$ cat config.mk
export PLATFORM = sky130hd
export DESIGN_NAME = taylor_series_sine
export DESIGN_NICKNAME = d
export VERILOG_FILES = /design/src/hw/rtl/tss_pkg.sv /design/src/hw/rtl/taylor_series_sine.sv
export VERILOG_INCLUDE_DIRS = /design/src /design/src/hw/rtl
export SDC_FILE = /design/constraint.sdc
export NUM_CORES = 2
export LEC_CHECK = 0
export BUFFER_PORTS_ARGS = -buffer_cell sky130_fd_sc_hd__buf_4
export CORE_ASPECT_RATIO = 2
export CORE_UTILIZATION = 38
export DETAILED_ROUTE_END_ITERATION = 10
export PLACE_DENSITY = 0.58
export SLEW_MARGIN = 20
export SYNTH_ARGS = -nofsm -noshare
export SYNTH_HDL_FRONTEND = slang
export SYNTH_SLANG_ARGS = --single-unit
export TNS_END_PERCENT = 1
$ cat constraint.sdc
create_clock -name i_clk -period 30.7 [get_ports i_clk]
set_input_delay 1.535 -clock i_clk [delete_from_list [all_inputs] [get_ports i_clk]]
set_output_delay 1.535 -clock i_clk [all_outputs]
set_load 0.02 [all_outputs]
$ cat src/hw/rtl/assert_macros.svh
// Assertion macros for the RTL; taylor_series_sine.sv includes them.
`ifndef ASSERT_MACROS_SVH
`define ASSERT_MACROS_SVH

`ifndef ASSERT_OFF
// Check a property on every rising edge outside reset.
`define ASSERT_HOLDS(lbl, clk, rst_n, prop, msg) \
    lbl: assert property (@(posedge clk) disable iff (!rst_n) prop) else $error(msg);
// Check that a condition never occurs outside reset.
`define ASSERT_NEVER(lbl, clk, rst_n, cond, msg) \
    lbl: assert property (@(posedge clk) disable iff (!rst_n) !(cond)) else $error(msg);
`else
`define ASSERT_HOLDS(lbl, clk, rst_n, prop, msg)
`define ASSERT_NEVER(lbl, clk, rst_n, cond, msg)
`endif

`endif

$ cat src/hw/rtl/tss_pkg.sv
// Package: constants, types and microcode table of the Taylor-series sine block.
`timescale 1ns / 1ps
`default_nettype none

package tss_pkg;

    // Formats
    localparam int FRAC_BITS   = 40;
    localparam int MAX_TERMS   = 32;
    localparam int ACC_FRAC    = 48;
    localparam int OUT_SH      = ACC_FRAC - FRAC_BITS;
    localparam int W_ANGLE     = FRAC_BITS + 3;
    localparam int W_SINE      = FRAC_BITS + 2;
    localparam int W_LIMIT     = 21;
    localparam int LIMIT_RESET = 110;

    // Datapath widths
    localparam int W_X      = ACC_FRAC + 3;
    localparam int W_HALF   = 28;
    localparam int W_OP     = 2 * W_HALF;
    localparam int W_PP     = 2 * W_HALF;
    localparam int W_PROD   = 2 * W_OP;
    localparam int W_DIVD   = W_PROD - ACC_FRAC;
    localparam int DIV_BITS = 8;
    localparam int DIV_STEPS = W_DIVD / DIV_BITS;
    localparam int W_DCNT   = $clog2(DIV_STEPS);
    localparam int W_SUM    = 58;
    localparam int W_OMAG   = W_SUM - OUT_SH;
    localparam int W_CNT    = $clog2(MAX_TERMS + 1);
    localparam int W_I      = $clog2(2 * MAX_TERMS + 2);
    localparam int W_D      = $clog2(2 * MAX_TERMS * (2 * MAX_TERMS + 1) + 1);
    localparam int W_STEP   = 5;

    // 2*pi in Q.48
    localparam logic [W_X-1:0]    TWO_PI    = W_X'(64'd1768559438012856);
    localparam logic [W_PROD-1:0] MUL_HALF  = W_PROD'(1) << (ACC_FRAC - 1);
    localparam logic [W_SUM-1:0]  OUT_HALF  = W_SUM'((2 ** OUT_SH) / 2);
    localparam logic [W_OMAG-1:0] ONE_MAG   = W_OMAG'(1) << FRAC_BITS;

    typedef enum logic [3:0] {
        OP_NONE,
        OP_LOAD,
        OP_SQUARE,
        OP_TERM,
        OP_DIVLOAD,
        OP_DIV,
        OP_NEXT,
        OP_ROUND,
        OP_EMIT
    } t_op;

    typedef enum logic [2:0] {
        C_NEXT,
        C_ALWAYS,
        C_NO_ACCEPT,
        C_STOP,
        C_DIV_BUSY,
        C_OUT_BUSY
    } t_cond;

    typedef enum logic {
        SRC_SQUARE,
        SRC_TERM
    } t_src;

    typedef struct packed {
        t_op               op;
        logic              mul_en;
        logic [1:0]        mul_k;
        t_src              mul_src;
        logic              acc_en;
        logic              acc_clr;
        t_cond             cond;
        logic [W_STEP-1:0] target;
    } t_uword;

    // Program addresses
    localparam logic [W_STEP-1:0] P_SQ_PP0  = W_STEP'(0);
    localparam logic [W_STEP-1:0] P_SQ_PP1  = W_STEP'(1);
    localparam logic [W_STEP-1:0] P_SQ_PP2  = W_STEP'(2);
    localparam logic [W_STEP-1:0] P_SQ_PP3  = W_STEP'(3);
    localparam logic [W_STEP-1:0] P_SQ_ACC  = W_STEP'(4);
    localparam logic [W_STEP-1:0] P_SQUARE  = W_STEP'(5);
    localparam logic [W_STEP-1:0] P_TERM    = W_STEP'(6);
    localparam logic [W_STEP-1:0] P_TM_PP0  = W_STEP'(7);
    localparam logic [W_STEP-1:0] P_TM_PP1  = W_STEP'(8);
    localparam logic [W_STEP-1:0] P_TM_PP2  = W_STEP'(9);
    localparam logic [W_STEP-1:0] P_TM_PP3  = W_STEP'(10);
    localparam logic [W_STEP-1:0] P_TM_ACC  = W_STEP'(11);
    localparam logic [W_STEP-1:0] P_DIVLOAD = W_STEP'(12);
    localparam logic [W_STEP-1:0] P_DIV     = W_STEP'(13);
    localparam logic [W_STEP-1:0] P_NEXT    = W_STEP'(14);
    localparam logic [W_STEP-1:0] P_ROUND   = W_STEP'(15);
    localparam logic [W_STEP-1:0] P_EMIT    = W_STEP'(16);
    localparam logic [W_STEP-1:0] P_IDLE    = W_STEP'(17);
    localparam logic [W_STEP-1:0] P_LAST    = P_IDLE;

    // Divisor i*(i+1) for the term that follows term number cnt, i = 2*cnt+2
    function automatic logic [W_D-1:0] div_of(input logic [W_CNT-1:0] cnt);
        logic [W_I-1:0] i;
        logic [W_D-1:0] d;
        i = W_I'({cnt, 1'b0}) + W_I'(2);
        d = W_D'(i) * W_D'(i + W_I'(1));
        return d;
    endfunction

    function automatic t_uword mk(input t_op op, input logic mul_en, input logic [1:0] mul_k,
                                  input t_src src, input logic acc_en, input logic acc_clr,
                                  input t_cond cond, input logic [W_STEP-1:0] target);
        t_uword w;
        w.op      = op;
        w.mul_en  = mul_en;
        w.mul_k   = mul_k;
        w.mul_src = src;
        w.acc_en  = acc_en;
        w.acc_clr = acc_clr;
        w.cond    = cond;
        w.target  = target;
        return w;
    endfunction

    // Microcode ROM
    function automatic t_uword uprog(input logic [W_STEP-1:0] step);
        t_uword w;
        case (step)
            P_SQ_PP0:  w = mk(OP_NONE,    1'b1, 2'd0, SRC_SQUARE, 1'b0, 1'b1, C_NEXT, '0);
            P_SQ_PP1:  w = mk(OP_NONE,    1'b1, 2'd1, SRC_SQUARE, 1'b1, 1'b0, C_NEXT, '0);
            P_SQ_PP2:  w = mk(OP_NONE,    1'b1, 2'd2, SRC_SQUARE, 1'b1, 1'b0, C_NEXT, '0);
            P_SQ_PP3:  w = mk(OP_NONE,    1'b1, 2'd3, SRC_SQUARE, 1'b1, 1'b0, C_NEXT, '0);
            P_SQ_ACC:  w = mk(OP_NONE,    1'b0, 2'd0, SRC_SQUARE, 1'b1, 1'b0, C_NEXT, '0);
            P_SQUARE:  w = mk(OP_SQUARE,  1'b0, 2'd0, SRC_SQUARE, 1'b0, 1'b0, C_NEXT, '0);
            P_TERM:    w = mk(OP_TERM,    1'b0, 2'd0, SRC_TERM,   1'b0, 1'b0, C_STOP, P_ROUND);
            P_TM_PP0:  w = mk(OP_NONE,    1'b1, 2'd0, SRC_TERM,   1'b0, 1'b1, C_NEXT, '0);
            P_TM_PP1:  w = mk(OP_NONE,    1'b1, 2'd1, SRC_TERM,   1'b1, 1'b0, C_NEXT, '0);
            P_TM_PP2:  w = mk(OP_NONE,    1'b1, 2'd2, SRC_TERM,   1'b1, 1'b0, C_NEXT, '0);
            P_TM_PP3:  w = mk(OP_NONE,    1'b1, 2'd3, SRC_TERM,   1'b1, 1'b0, C_NEXT, '0);
            P_TM_ACC:  w = mk(OP_NONE,    1'b0, 2'd0, SRC_TERM,   1'b1, 1'b0, C_NEXT, '0);
            P_DIVLOAD: w = mk(OP_DIVLOAD, 1'b0, 2'd0, SRC_TERM,   1'b0, 1'b0, C_NEXT, '0);
            P_DIV:     w = mk(OP_DIV,     1'b0, 2'd0, SRC_TERM,   1'b0, 1'b0, C_DIV_BUSY, P_DIV);
            P_NEXT:    w = mk(OP_NEXT,    1'b0, 2'd0, SRC_TERM,   1'b0, 1'b0, C_ALWAYS, P_TERM);
            P_ROUND:   w = mk(OP_ROUND,   1'b0, 2'd0, SRC_TERM,   1'b0, 1'b0, C_NEXT, '0);
            P_EMIT:    w = mk(OP_EMIT,    1'b0, 2'd0, SRC_TERM,   1'b0, 1'b0, C_OUT_BUSY, P_EMIT);
            P_IDLE:    w = mk(OP_LOAD,    1'b0, 2'd0, SRC_SQUARE, 1'b0, 1'b0, C_NO_ACCEPT, P_IDLE);
            default:   w = mk(OP_NONE,    1'b0, 2'd0, SRC_SQUARE, 1'b0, 1'b0, C_ALWAYS, P_IDLE);
        endcase
        return w;
    endfunction

endpackage

`default_nettype wire

$ cat src/hw/rtl/taylor_series_sine.sv
// Top level: microcoded Taylor-series sine of an unsigned Q3.40 angle.
// The block takes one angle word (Q3.40 radians), folds it once by 2*pi when it lies
// above 2*pi, and sums the alternating series x - x^3/3! + x^5/5!, term by term, in Q10.48 until a term drops below
// term_limit (Q.40 units) or 32 terms have been added; it returns the sum rounded to
// Q1.40 and saturated to +-1.0, with term_cap_hit set when the term count ended the sum.
// A small program in a ROM drives one 28x28 multiplier (a 56x56 product takes four
// partial products) and a divider by i*(i+1) that retires 8 quotient bits a cycle.
// One word is worked on at a time: the result word is written in the emit step, and the
// next angle is taken in the idle step that the emit step leads to. Each term passes the
// term step, the partial-product and accumulate steps on the multiplier, the divider load,
// the divider steps and the next-term step. The result sits in an output register, so the
// next angle word is taken while a result still waits; a further result holds in the emit
// step until the waiting one is taken. term_limit is to be written by the user through
// i_cfg_wr_en/i_cfg_wr_data only while the block is idle; the block does not enforce it.
`timescale 1ns / 1ps
`default_nettype none
`include "assert_macros.svh"

module taylor_series_sine import tss_pkg::*; (
    input  logic                     i_clk,
    input  logic                     i_rst_n,
    input  logic                     i_cfg_wr_en,
    input  logic [W_LIMIT-1:0]       i_cfg_wr_data,
    input  logic                     i_in_valid,
    output logic                     o_in_stall,
    input  logic [W_ANGLE-1:0]       i_angle,
    output logic                     o_out_valid,
    input  logic                     i_out_stall,
    output logic signed [W_SINE-1:0] o_sine,
    output logic                     o_term_cap_hit
);

    // Sequencer and control registers
    logic [W_STEP-1:0]  r_step, n_step;
    logic [W_LIMIT-1:0] r_limit;
    logic [W_CNT-1:0]   r_cnt;
    logic [W_DCNT-1:0]  r_dcnt;
    logic               r_out_valid;

    // Datapath registers
    logic [W_X-1:0]     r_x;
    logic [W_OP-1:0]    r_x2;
    logic [W_OP-1:0]    r_mag;
    logic [W_SUM-1:0]   r_sum;
    logic               r_neg;
    logic               r_cap;
    logic [W_PP-1:0]    r_pp;
    logic [1:0]         r_pp_sh;
    logic [W_PROD-1:0]  r_prod;
    logic [W_D-1:0]     r_d;
    logic [W_D-1:0]     r_rem;
    logic [W_DIVD-1:0]  r_dq;
    logic [W_OMAG-1:0]  r_omag;
    logic               r_oneg;
    logic [W_SINE-1:0]  r_sine;
    logic               r_cap_out;

    t_uword             uw;
    logic               in_accept;
    logic               out_busy;
    logic               mag_low;
    logic               stop;
    logic               taken;
    logic [W_X-1:0]     x_in;
    logic [W_X-1:0]     x_red;
    logic [W_OP-1:0]    op_a;
    logic [W_OP-1:0]    op_b;
    logic [W_HALF-1:0]  a_half;
    logic [W_HALF-1:0]  b_half;
    logic [W_PROD-1:0]  pp_aligned;
    logic [W_D-1:0]     d_cur;
    logic [W_PROD-1:0]  rnd_const;
    logic [W_PROD-1:0]  prod_rnd;
    logic [W_SUM-1:0]   mag_ext;
    logic               sum_neg;
    logic [W_SUM-1:0]   sum_rnd;
    logic [W_OMAG-1:0]  omag_sat;
    logic [W_SINE-1:0]  sine_mag;
    logic [W_D-1:0]     div_rem;
    logic [W_DIVD-1:0]  div_dq;
    logic [W_D:0]       div_t;

    // Fetch the control word of the current step
    assign uw = uprog(r_step);

    assign o_in_stall  = (r_step != P_IDLE);
    assign in_accept   = i_in_valid && !o_in_stall;
    assign out_busy    = r_out_valid && i_out_stall;
    assign o_out_valid = r_out_valid;
    assign o_sine      = signed'(r_sine);
    assign o_term_cap_hit = r_cap_out;

    // Fold the angle once by 2*pi
    assign x_in  = W_X'(i_angle) << OUT_SH;
    assign x_red = (x_in > TWO_PI) ? (x_in - TWO_PI) : x_in;

    // Stop on a small term or on the term cap
    assign mag_low = r_mag < (W_OP'(r_limit) << OUT_SH);
    assign stop    = mag_low || (r_cnt == W_CNT'(MAX_TERMS));

    // Multiplier operands: x*x for the square, term*x^2 for each new term
    assign op_a   = (uw.mul_src == SRC_SQUARE) ? W_OP'(r_x) : r_mag;
    assign op_b   = (uw.mul_src == SRC_SQUARE) ? W_OP'(r_x) : r_x2;
    assign a_half = uw.mul_k[1] ? op_a[W_OP-1:W_HALF] : op_a[W_HALF-1:0];
    assign b_half = uw.mul_k[0] ? op_b[W_OP-1:W_HALF] : op_b[W_HALF-1:0];
    assign pp_aligned = W_PROD'(r_pp) << (W_HALF * r_pp_sh);

    // Round the product to Q.48; fold in i*(i+1)/2 so the divide rounds to nearest
    assign d_cur     = div_of(r_cnt);
    assign rnd_const = MUL_HALF |
                       ((uw.op == OP_DIVLOAD) ? (W_PROD'(d_cur >> 1) << ACC_FRAC) : '0);
    assign prod_rnd  = r_prod + rnd_const;

    assign mag_ext = W_SUM'(r_mag);

    // Output rounding: |sum| + half in one add
    assign sum_neg  = r_sum[W_SUM-1];
    assign sum_rnd  = sum_neg ? (~r_sum + OUT_HALF + W_SUM'(1)) : (r_sum + OUT_HALF);
    assign omag_sat = (r_omag > ONE_MAG) ? ONE_MAG : r_omag;
    assign sine_mag = W_SINE'(omag_sat);

    // Divider: retire DIV_BITS quotient bits a cycle; remainder stays below i*(i+1)
    always_comb begin
        div_rem = r_rem;
        div_dq  = r_dq;
        div_t   = '0;
        for (int j = 0; j < DIV_BITS; j++) begin
            div_t  = {div_rem, div_dq[W_DIVD-1]};
            div_dq = {div_dq[W_DIVD-2:0], 1'b0};
            if (div_t >= {1'b0, r_d}) begin
                div_rem   = W_D'(div_t - {1'b0, r_d});
                div_dq[0] = 1'b1;
            end else begin
                div_rem = W_D'(div_t);
            end
        end
    end

    // Sequencer: jump on the control word's condition, else advance; the idle step advances to the first square step
    always_comb begin
        case (uw.cond)
            C_NEXT:      taken = 1'b0;
            C_ALWAYS:    taken = 1'b1;
            C_NO_ACCEPT: taken = !in_accept;
            C_STOP:      taken = stop;
            C_DIV_BUSY:  taken = (r_dcnt != W_DCNT'(DIV_STEPS - 1));
            C_OUT_BUSY:  taken = out_busy;
            default:     taken = 1'b1;
        endcase
        if (taken) begin
            n_step = uw.target;
        end else if (r_step == P_LAST) begin
            n_step = P_SQ_PP0;
        end else begin
            n_step = r_step + W_STEP'(1);
        end
    end

    // Control state and output valid
    always_ff @(posedge i_clk) begin
        if (!i_rst_n) begin
            r_step      <= P_IDLE;
            r_limit     <= W_LIMIT'(LIMIT_RESET);
            r_cnt       <= '0;
            r_dcnt      <= '0;
            r_out_valid <= 1'b0;
        end else begin
            r_step <= n_step;
            if (i_cfg_wr_en) begin
                r_limit <= i_cfg_wr_data;
            end
            // Count added terms
            if (uw.op == OP_LOAD && in_accept) begin
                r_cnt <= '0;
            end else if (uw.op == OP_NEXT) begin
                r_cnt <= r_cnt + W_CNT'(1);
            end
            // Count divider cycles; cleared at each divider load and wrapped back to zero after the last one
            if (uw.op == OP_DIVLOAD) begin
                r_dcnt <= '0;
            end else if (uw.op == OP_DIV) begin
                r_dcnt <= r_dcnt + W_DCNT'(1);
            end
            // Hold the result word until taken
            if (uw.op == OP_EMIT && !out_busy) begin
                r_out_valid <= 1'b1;
            end else if (!i_out_stall) begin
                r_out_valid <= 1'b0;
            end
        end
    end

    // Datapath
    always_ff @(posedge i_clk) begin
        if (uw.mul_en) begin
            r_pp    <= W_PP'(a_half) * W_PP'(b_half);
            r_pp_sh <= 2'(uw.mul_k[1]) + 2'(uw.mul_k[0]);
        end
        if (uw.acc_clr) begin
            r_prod <= '0;
        end else if (uw.acc_en) begin
            r_prod <= r_prod + pp_aligned;
        end
        case (uw.op)
            OP_LOAD: begin
                if (in_accept) begin
                    r_x   <= x_red;
                    r_sum <= '0;
                    r_neg <= 1'b0;
                end
            end
            OP_SQUARE: begin
                r_x2  <= prod_rnd[ACC_FRAC +: W_OP];
                r_mag <= W_OP'(r_x);
            end
            OP_TERM: begin
                // A stop with the term still large means the cap ended the sum
                r_cap <= !mag_low;
                if (!stop) begin
                    r_sum <= r_neg ? (r_sum - mag_ext) : (r_sum + mag_ext);
                    r_neg <= !r_neg;
                end
            end
            OP_DIVLOAD: begin
                r_d   <= d_cur;
                r_rem <= '0;
                r_dq  <= prod_rnd[W_PROD-1:ACC_FRAC];
            end
            OP_DIV: begin
                r_rem <= div_rem;
                r_dq  <= div_dq;
            end
            OP_NEXT: begin
                r_mag <= r_dq[W_OP-1:0];
            end
            OP_ROUND: begin
                r_omag <= sum_rnd[W_SUM-1:OUT_SH];
                r_oneg <= sum_neg;
            end
            OP_EMIT: begin
                if (!out_busy) begin
                    r_sine    <= r_oneg ? (W_SINE'(0) - sine_mag) : sine_mag;
                    r_cap_out <= r_cap;
                end
            end
            default: ;
        endcase
    end

    // Assertions
    `ASSERT_NEVER(a_cnt_range, i_clk, i_rst_n, r_cnt > W_CNT'(MAX_TERMS), "term count past cap")
    `ASSERT_HOLDS(a_dcnt_idle, i_clk, i_rst_n, (r_step != P_DIV) |-> (r_dcnt == '0), "divider count left nonzero")
    `ASSERT_HOLDS(a_out_from_emit, i_clk, i_rst_n, $rose(r_out_valid) |-> ($past(r_step) == P_EMIT), "result word without emit step")
    `ASSERT_HOLDS(a_cap_count, i_clk, i_rst_n, (r_step == P_ROUND && r_cap) |-> (r_cnt == W_CNT'(MAX_TERMS)), "cap flag below term cap")

endmodule

`default_nettype wire
### Word level (Yosys, flattened, before mapping)

Memory sizes are Yosys's and may differ from the RTL's. A register that Yosys moved wholly into a read port is not among the register bits.
Cells that the tools add are included.

| word-level totals | value |
|---|---|
| bits in registers | 613 |
| memories kept | 1 |
| input port bits | 69 |
| word-level logic and storage cells | 143 |
| bits in read-only memories | 576 |
| output and inout bits | 45 |

Memories:

| name | depth | width | read ports | clocked after Yosys merged registers in | write ports | RTL line | RTL |
|---|---|---|---|---|---|---|---|
| (no name shown) | 32 | 18 | 1 | 1 | 0 | tss_pkg.sv:125 | `case (step)` |

| operators by class | value |
|---|---|
| muxes and demuxes | 41 |
| reduce and logical (&&, ||, !) cells | 19 |
| bitwise gates (word level) | 3 |
| multiply operators | 3 |
| $lt $le $gt $ge | 11 |
| equal/unequal tests | 19 |
| shifts and indexed selects | 1 |
| $add $sub $neg | 23 |

Operators with widths:

| operator | number |
|---|---|
| 58-bit 2-to-1 mux | 4 |
| 64-bit case mux with 2 select lines | 1 |
| 58-bit by 8-bit adder with 58-bit output (second input constant) | 2 |
| 58-bit case mux with 2 select lines | 1 |
| 112-bit adder | 1 |
| 112-bit by 60-bit adder with 112-bit output | 1 |
| 14-bit by 13-bit greater-or-equal comparator with 1-bit output | 8 |
| 56-bit 2-to-1 mux | 2 |
| 56-bit case mux with 2 select lines | 1 |
| 56-bit by 7-bit left shift with 112-bit output | 1 |
| 13-bit 2-to-1 mux | 8 |
| 13-bit subtractor | 8 |
| 42-bit 2-to-1 mux | 2 |
| 60-bit 2-to-1 mux | 1 |
| 58-bit by 1-bit adder with 58-bit output (second input constant) | 1 |
| 58-bit by 56-bit adder with 58-bit output | 1 |
| 58-bit inverter | 1 |
| 58-bit by 56-bit subtractor with 58-bit output | 1 |
| 56-bit by 29-bit less-than comparator with 1-bit output | 1 |
| 28-bit by 28-bit multiplier with 56-bit output | 1 |
| 28-bit 2-to-1 mux | 2 |
| 51-bit > comparator (second input constant) | 1 |
| 51-bit 2-to-1 mux | 1 |
| 51-bit subtractor (second input constant) | 1 |
| 36 further kinds | 68 |

### Depth between registers and ports, before layout

| depth | value |
|---|---|
| depth in word-level cells | 17 |
| mapped depth | 97 |
| depth with buffers taken out | 89 |

### Worst setup path after synthesis

OpenSTA, ideal clock, no wires.

| timing | value |
|---|---|
| path type | reg-to-reg |
| start | reg r_d[1] |
| end | reg r_dq[0] (data pin) |
| clock period less this slack | 18984 ps |
| cell stages (with the launch flop) | 91 |
| arrival time | 18718 ps |
| data required time | 30434 ps |
| setup time | 266 ps |
| buffers on the path | 7 |
| path slack | 11716 ps |
| cells stage by stage | edfxtp_1 inv_1 ha_1 nand2b_1 nor4_1 nor2_1 a31oi_2 mux2_2 ha_1 nand3_1 a211oi_1 nor4_1 o31a_1 nand2_1 clkbuf_1 a21oi_1 ha_1 nor2_1 (+55 left out) mux2i_1 buf_2 mux2i_1 ha_1 nor2b_1 o21ai_0 a21boi_0 o21ai_0 a21boi_0 o21ai_0 nand2b_1 nand2_1 a21o_1 a21oi_1 or3_1 a21oi_1 buf_2 a21oi_1 |

| on the way | value |
|---|---|
| cells in the longest elaborated chain, start to end | 17 |
| elaborated cells between the ends (all ways) | 24 |
| classes of those cells | 7 x add/sub; 8 x order compare; 9 x mux |

Ends and longest elaborated chain:

| item | RTL line | RTL |
|---|---|---|
| from (decl) | taylor_series_sine.sv:50 | `logic [W_D-1:0] r_d;` |
| from (signal assigned) | taylor_series_sine.sv:225 | `r_d <= d_cur;` |
| 13-bit subtractor / 14-bit by 13-bit greater-or-equal comparator with 1-bit output (equally long branches) | taylor_series_sine.sv:131, taylor_series_sine.sv:130 |  |
| 13-bit 2-to-1 mux | taylor_series_sine.sv:130 | `if (div_t >= {1'b0, r_d}) begin` |
| 13-bit subtractor / 14-bit by 13-bit greater-or-equal comparator with 1-bit output (equally long branches) | taylor_series_sine.sv:131, taylor_series_sine.sv:130 |  |
| 13-bit 2-to-1 mux | taylor_series_sine.sv:130 |  |
| 13-bit subtractor / 14-bit by 13-bit greater-or-equal comparator with 1-bit output (equally long branches) | taylor_series_sine.sv:131, taylor_series_sine.sv:130 |  |
| 13-bit 2-to-1 mux | taylor_series_sine.sv:130 |  |
| 13-bit subtractor / 14-bit by 13-bit greater-or-equal comparator with 1-bit output (equally long branches) | taylor_series_sine.sv:131, taylor_series_sine.sv:130 |  |
| 13-bit 2-to-1 mux | taylor_series_sine.sv:130 |  |
| 13-bit subtractor / 14-bit by 13-bit greater-or-equal comparator with 1-bit output (equally long branches) | taylor_series_sine.sv:131, taylor_series_sine.sv:130 |  |
| 13-bit 2-to-1 mux | taylor_series_sine.sv:130 |  |
| 13-bit subtractor / 14-bit by 13-bit greater-or-equal comparator with 1-bit output (equally long branches) | taylor_series_sine.sv:131, taylor_series_sine.sv:130 |  |
| 13-bit 2-to-1 mux | taylor_series_sine.sv:130 |  |
| 13-bit subtractor / 14-bit by 13-bit greater-or-equal comparator with 1-bit output (equally long branches) | taylor_series_sine.sv:131, taylor_series_sine.sv:130 |  |
| 13-bit 2-to-1 mux | taylor_series_sine.sv:130 |  |
| 14-bit by 13-bit greater-or-equal comparator with 1-bit output (*) | taylor_series_sine.sv:130 |  |
| 1-bit 2-to-1 mux (*) | taylor_series_sine.sv:130 |  |
| 64-bit case mux with 2 select lines (*) | taylor_series_sine.sv:204 | `case (uw.op)` |
| to (signal assigned) | taylor_series_sine.sv:227 | `r_dq <= prod_rnd[W_PROD-1:ACC_FRAC];` |
| to (signal assigned) | taylor_series_sine.sv:231 | `r_dq <= div_dq;` |
| to (decl) | taylor_series_sine.sv:52 | `logic [W_DIVD-1:0] r_dq;` |

Every way passes the cells marked *; elsewhere a longest branch is shown, timed or not.
A chain may end at the register's enable or synchronous reset.

### Worst setup path after layout

| timing | value |
|---|---|
| start | reg r_d[9] |
| end | reg r_rem[12] (data pin) |

| on the way | value |
|---|---|
| cells in the longest elaborated chain, start to end | 17 |
| elaborated cells between the ends (all ways) | 25 |
| classes of those cells | 8 x add/sub; 8 x order compare; 9 x mux |

Ends and longest elaborated chain:

| item | RTL line | RTL |
|---|---|---|
| 13-bit subtractor / 14-bit by 13-bit greater-or-equal comparator with 1-bit output (equally long branches) | taylor_series_sine.sv:131, taylor_series_sine.sv:130 |  |
| 13-bit 2-to-1 mux | taylor_series_sine.sv:130 |  |
| 13-bit subtractor / 14-bit by 13-bit greater-or-equal comparator with 1-bit output (equally long branches) | taylor_series_sine.sv:131, taylor_series_sine.sv:130 |  |
| 13-bit 2-to-1 mux | taylor_series_sine.sv:130 |  |
| 13-bit subtractor / 14-bit by 13-bit greater-or-equal comparator with 1-bit output (equally long branches) | taylor_series_sine.sv:131, taylor_series_sine.sv:130 |  |
| 13-bit 2-to-1 mux | taylor_series_sine.sv:130 |  |
| 13-bit subtractor / 14-bit by 13-bit greater-or-equal comparator with 1-bit output (equally long branches) | taylor_series_sine.sv:131, taylor_series_sine.sv:130 |  |
| 13-bit 2-to-1 mux | taylor_series_sine.sv:130 |  |
| 14-bit by 13-bit greater-or-equal comparator with 1-bit output / 13-bit subtractor (equally long branches) | taylor_series_sine.sv:130, taylor_series_sine.sv:131 |  |
| 13-bit 2-to-1 mux | taylor_series_sine.sv:130 |  |
| 13-bit subtractor / 14-bit by 13-bit greater-or-equal comparator with 1-bit output (equally long branches) | taylor_series_sine.sv:131, taylor_series_sine.sv:130 |  |
| 13-bit 2-to-1 mux | taylor_series_sine.sv:130 |  |
| 13-bit subtractor / 14-bit by 13-bit greater-or-equal comparator with 1-bit output (equally long branches) | taylor_series_sine.sv:131, taylor_series_sine.sv:130 |  |
| 13-bit 2-to-1 mux | taylor_series_sine.sv:130 |  |
| 13-bit subtractor / 14-bit by 13-bit greater-or-equal comparator with 1-bit output (equally long branches) | taylor_series_sine.sv:131, taylor_series_sine.sv:130 |  |
| 13-bit 2-to-1 mux (*) | taylor_series_sine.sv:130 |  |
| 13-bit case mux with 2 select lines (*) | taylor_series_sine.sv:204 |  |
| to (signal assigned) | taylor_series_sine.sv:230 | `r_rem <= div_rem;` |
| to (decl) | taylor_series_sine.sv:51 | `logic [W_D-1:0] r_rem;` |

Marked as above.

==> Flow_metrics.wiki <==
{| class="wikitable"
! Metric !! Value
|-
| Achievable clock frequency || 0.04034 GHz
|-
| Most instantiated flip-flop cell in the synthesis netlist || sky130_fd_sc_hd__edfxtp_1
|-
| Vias in the first global route || 64,600
|-
| Xor/xnor share of the synthesized area || 0.05488
|-
| Final worst path period need || 24,790 ps
|-
| Leftover overflow at the end of global routing || 0
|-
| Syn Inst Count || 8,352
|-
| WP buf/inv || 5
|-
| Syn Nets || 9,668
|-
| Mapped cell area || 0.07453 mm²
|-
| Die H || 628.3 µm
|-
| Per-cell routed wire length || 25.62 µm
|-
| Portion of the post-synthesis area used by sequential elements || 0.2287
|-
| Iteration count of the initial detailed-routing pass || 8
|-
| # port buffers || 113
|-
| Last weighted congestion value of the routability-driven placer || 0.9874
|-
| Post-synthesis adder-cell area fraction || 0.2787
|-
| Number of maximum-capacitance violations || 0
|-
| DRC || 38
|-
| Number of buffers added to fix hold violations after cts || 0
|-
| Overall routing resource usage || 0.2789
|-
| Nature of the critical path endpoint || flop
|-
| Delay-heaviest family, CP || compound AO/OA/AOI/OAI gates
|-
| Result of the run || finished, violations left
|-
| Routed Antenna Nets || 0
|-
| Launching element type of the critical path || flop
|-
| Fin crit share || 0.8075
|-
| CORE AREA || 0.1946 mm²
|-
| Arrival time at the worst endpoint || 25,370 ps
|-
| Hold/Removal Path Class || flop to flop
|-
| Number of enable flip-flop cells after synthesis || 457
|-
| Transition time of the tightest slew-check pin || 1185 ps
|-
| TritonCTS Sinks || 623
|-
| Commonest cells post-synth || 987 x sky130_fd_sc_hd__nand2_1, 976 x sky130_fd_sc_hd__inv_1, 689 x sky130_fd_sc_hd__fa_1
|-
| Number of gates resized after cts || 0
|-
| Maximum number of pins on one net before global-route repair || 79
|-
| Effective utilization at floorplan || 0.3831
|-
| Final net count || 9,556
|-
| Antenna violations before repair || 17
|-
| HPWL after DPL || 223,500 µm
|-
| Dominant combinational cell family by area after synthesis || adder cells
|-
| Post-CTS setup buffer count || 0
|-
| Site Rows || 229
|-
| Most numerous cell on the critical path || sky130_fd_sc_hd__a21oi_1
|-
| Via count || 61,940
|-
| Final count of negative-setup-slack endpoints || 0
|-
| Post-synthesis register bit count || 623
|-
| Final Routed Wirelength || 277,800 µm
|-
| Start-to-end type of the worst setup path || flop to flop
|-
| Fraction of final layout cells sized beyond drive strength 1 || 0.07405
|-
| Worst relative slew slack || 0.2099
|-
| Floorplan die width || 315.2 µm
|-
| Worst-path fanout max || 23
|-
| Total count of hold-check failures in the final report || 0
|-
| Synth-to-layout area growth || 7.393%
|-
| Total Die Area || 0.1980 mm²
|-
| Vias per cell || 5.713
|-
| Area fraction of the dominant cell type after synthesis || 0.1851
|-
| Cells taking the most area after synthesis || sky130_fd_sc_hd__fa_1 19%, sky130_fd_sc_hd__edfxtp_1 18%, sky130_fd_sc_hd__ha_1 9.4%, sky130_fd_sc_hd__nand2_1 5.0%, sky130_fd_sc_hd__inv_1 4.9%
|-
| H-tree level count || 2
|-
| Crit path required time || 31,280 ps
|-
| Worst skew pair latency || 730 ps
|-
| Skew final || 23.06 ps
|-
| Number of CTS-inserted buffers || 61
|-
| RSZ-0062 raised after global routing || no
|-
| Cell type with the largest total area after synthesis || sky130_fd_sc_hd__fa_1
|-
| Area share of and/or/nand/nor cells after synthesis || 0.1672
|-
| Leading cell type by number of instances after synthesis || sky130_fd_sc_hd__nand2_1
|-
| Number of primary I/O pins || 114
|-
| Count of different cell masters after synthesis || 101
|-
| Worst-path clk slew || 70 ps
|-
| Final number of max-transition violations || 0
|-
| Maximum cell stage delay along the critical path || 800 ps
|-
| Post-synthesis mux area share || 0.06440
|-
| First-pass GRT wire length || 407,400 µm
|-
| Iteration-0 DRC Markers || 4,318
|-
| Failing checks || design-rule violations
|-
| Setup_tns || 0 ps
|-
| Compound-Gate Fraction of Synth Area || 0.1366
|-
| Root buffer selected by CTS || sky130_fd_sc_hd__clkbuf_16
|-
| CTS tree || built
|-
| Critical-path top delay cell || sky130_fd_sc_hd__a21oi_1
|-
| Maximum clock insertion buffer count || 3
|-
| Mean area per synthesized cell || 8.924 µm²
|-
| Synthesis Warnings || 0
|-
| Share of async-settable or async-resettable flops after synthesis || 0
|}
[worst min-delay path, cell delays in order, from the launching register on]
cell	delay, ps
sky130_fd_sc_hd__dfxtp_1	310
sky130_fd_sc_hd__nand2_1	50
sky130_fd_sc_hd__a21oi_1	50
[cell type report]
type / instances / area [µm²]
well taps: 2541 / 3179
repair buffers: 222 / 1667
multi-input cells: 6355 / 52420
clock inverters: 40 / 414.1
diodes: 8 / 20.02
flip-flops and latches: 623 / 17060
inverters: 977 / 3667
clock buffers: 75 / 1610
fillers: 19240 / 114500
[worst paths after layout]
check             slack (ps)        end  depth (start not counted)  startpoint
hold / removal           460  r_dcnt[1]                          2   r_dcnt[1]
setup reg to reg        5910  r_rem[12]                         85      r_d[9]
setup / recovery        5910  r_rem[12]                         85      r_d[9]
hold reg to reg          460  r_dcnt[1]                          2   r_dcnt[1]
[layout by cell type (no fill, tap or decap), types with 221 or more instances in the layout]
| master | netlist | layout |
|---|---|---|
| sky130_fd_sc_hd__nand2_1 | 987 | 985 |
| sky130_fd_sc_hd__edfxtp_1 | 457 | 457 |
| sky130_fd_sc_hd__nor2_1 | 657 | 652 |
| sky130_fd_sc_hd__ha_1 | 558 | 556 |
| sky130_fd_sc_hd__xnor2_1 | 309 | 308 |
| sky130_fd_sc_hd__buf_4 | 2 | 221 |
| sky130_fd_sc_hd__inv_1 | 976 | 975 |
| sky130_fd_sc_hd__fa_1 | 689 | 689 |
| sky130_fd_sc_hd__o21ai_0 | 259 | 258 |
| sky130_fd_sc_hd__a21oi_1 | 474 | 473 |
[state kept, by name (all words and copies together), names as in the netlist, 18 cells and up]
| signal | count |
|---|---|
| r_prod | 112 |
| r_dq | 64 |
| r_sum | 58 |
| r_mag | 56 |
| r_pp | 56 |
| r_x2 | 56 |
| r_omag | 50 |
| r_x | 44 |
| o_sine | 42 |
| r_limit | 21 |
| uw | 18 |
[stage by stage]
| stage | instance area [µm²] | instances | setup WS (ps) | hold WS [ps] | utilization |
|---|---|---|---|---|---|
| 3_5_place_dp | 77980 | 10720 | 5665 | 452.7 | 0.4008 |
| 3_3_place_gp | 77970 | 10720 | 5498 | 445.6 | 0.4008 |
| 4_1_cts | 80000 | 10830 | 5573 | 461.6 | 0.4112 |
| 6_report | 80040 | 10840 | 5909 | 460.2 | 0.4114 |
| 5_1_grt | 80020 | 10830 | 3985 | 498.1 | 0.4113 |
| 2_1_floorplan | 74530 | 8352 | 11720 | 400.3 | - |
[routing by layer]
metal / GRT usage / routed length (µm) / vias to the layer above
met5: 0 / 51 / -
met4: 0.2564 / 30730 / 8
met3: 0.03599 / 13030 / 904
met2: 0.5252 / 149000 / 2046
met1: 0.2539 / 84990 / 30750
li1: - / - / 28230
[cells by family (layout without fill, tap and decap cells)]
family	Yosys count	count (layout)
simple gates	2666	2666
compound gates	1567	1567
buf+inv	1374	1314
fa+ha+maj	1247	1247
flops	623	623
xor+xnor	467	467
mux	408	408
other cells	0	8
Power is left out: the tool's default activity adds up to more than one toggle a clock period on the data nets, which glitch-free logic cannot reach.
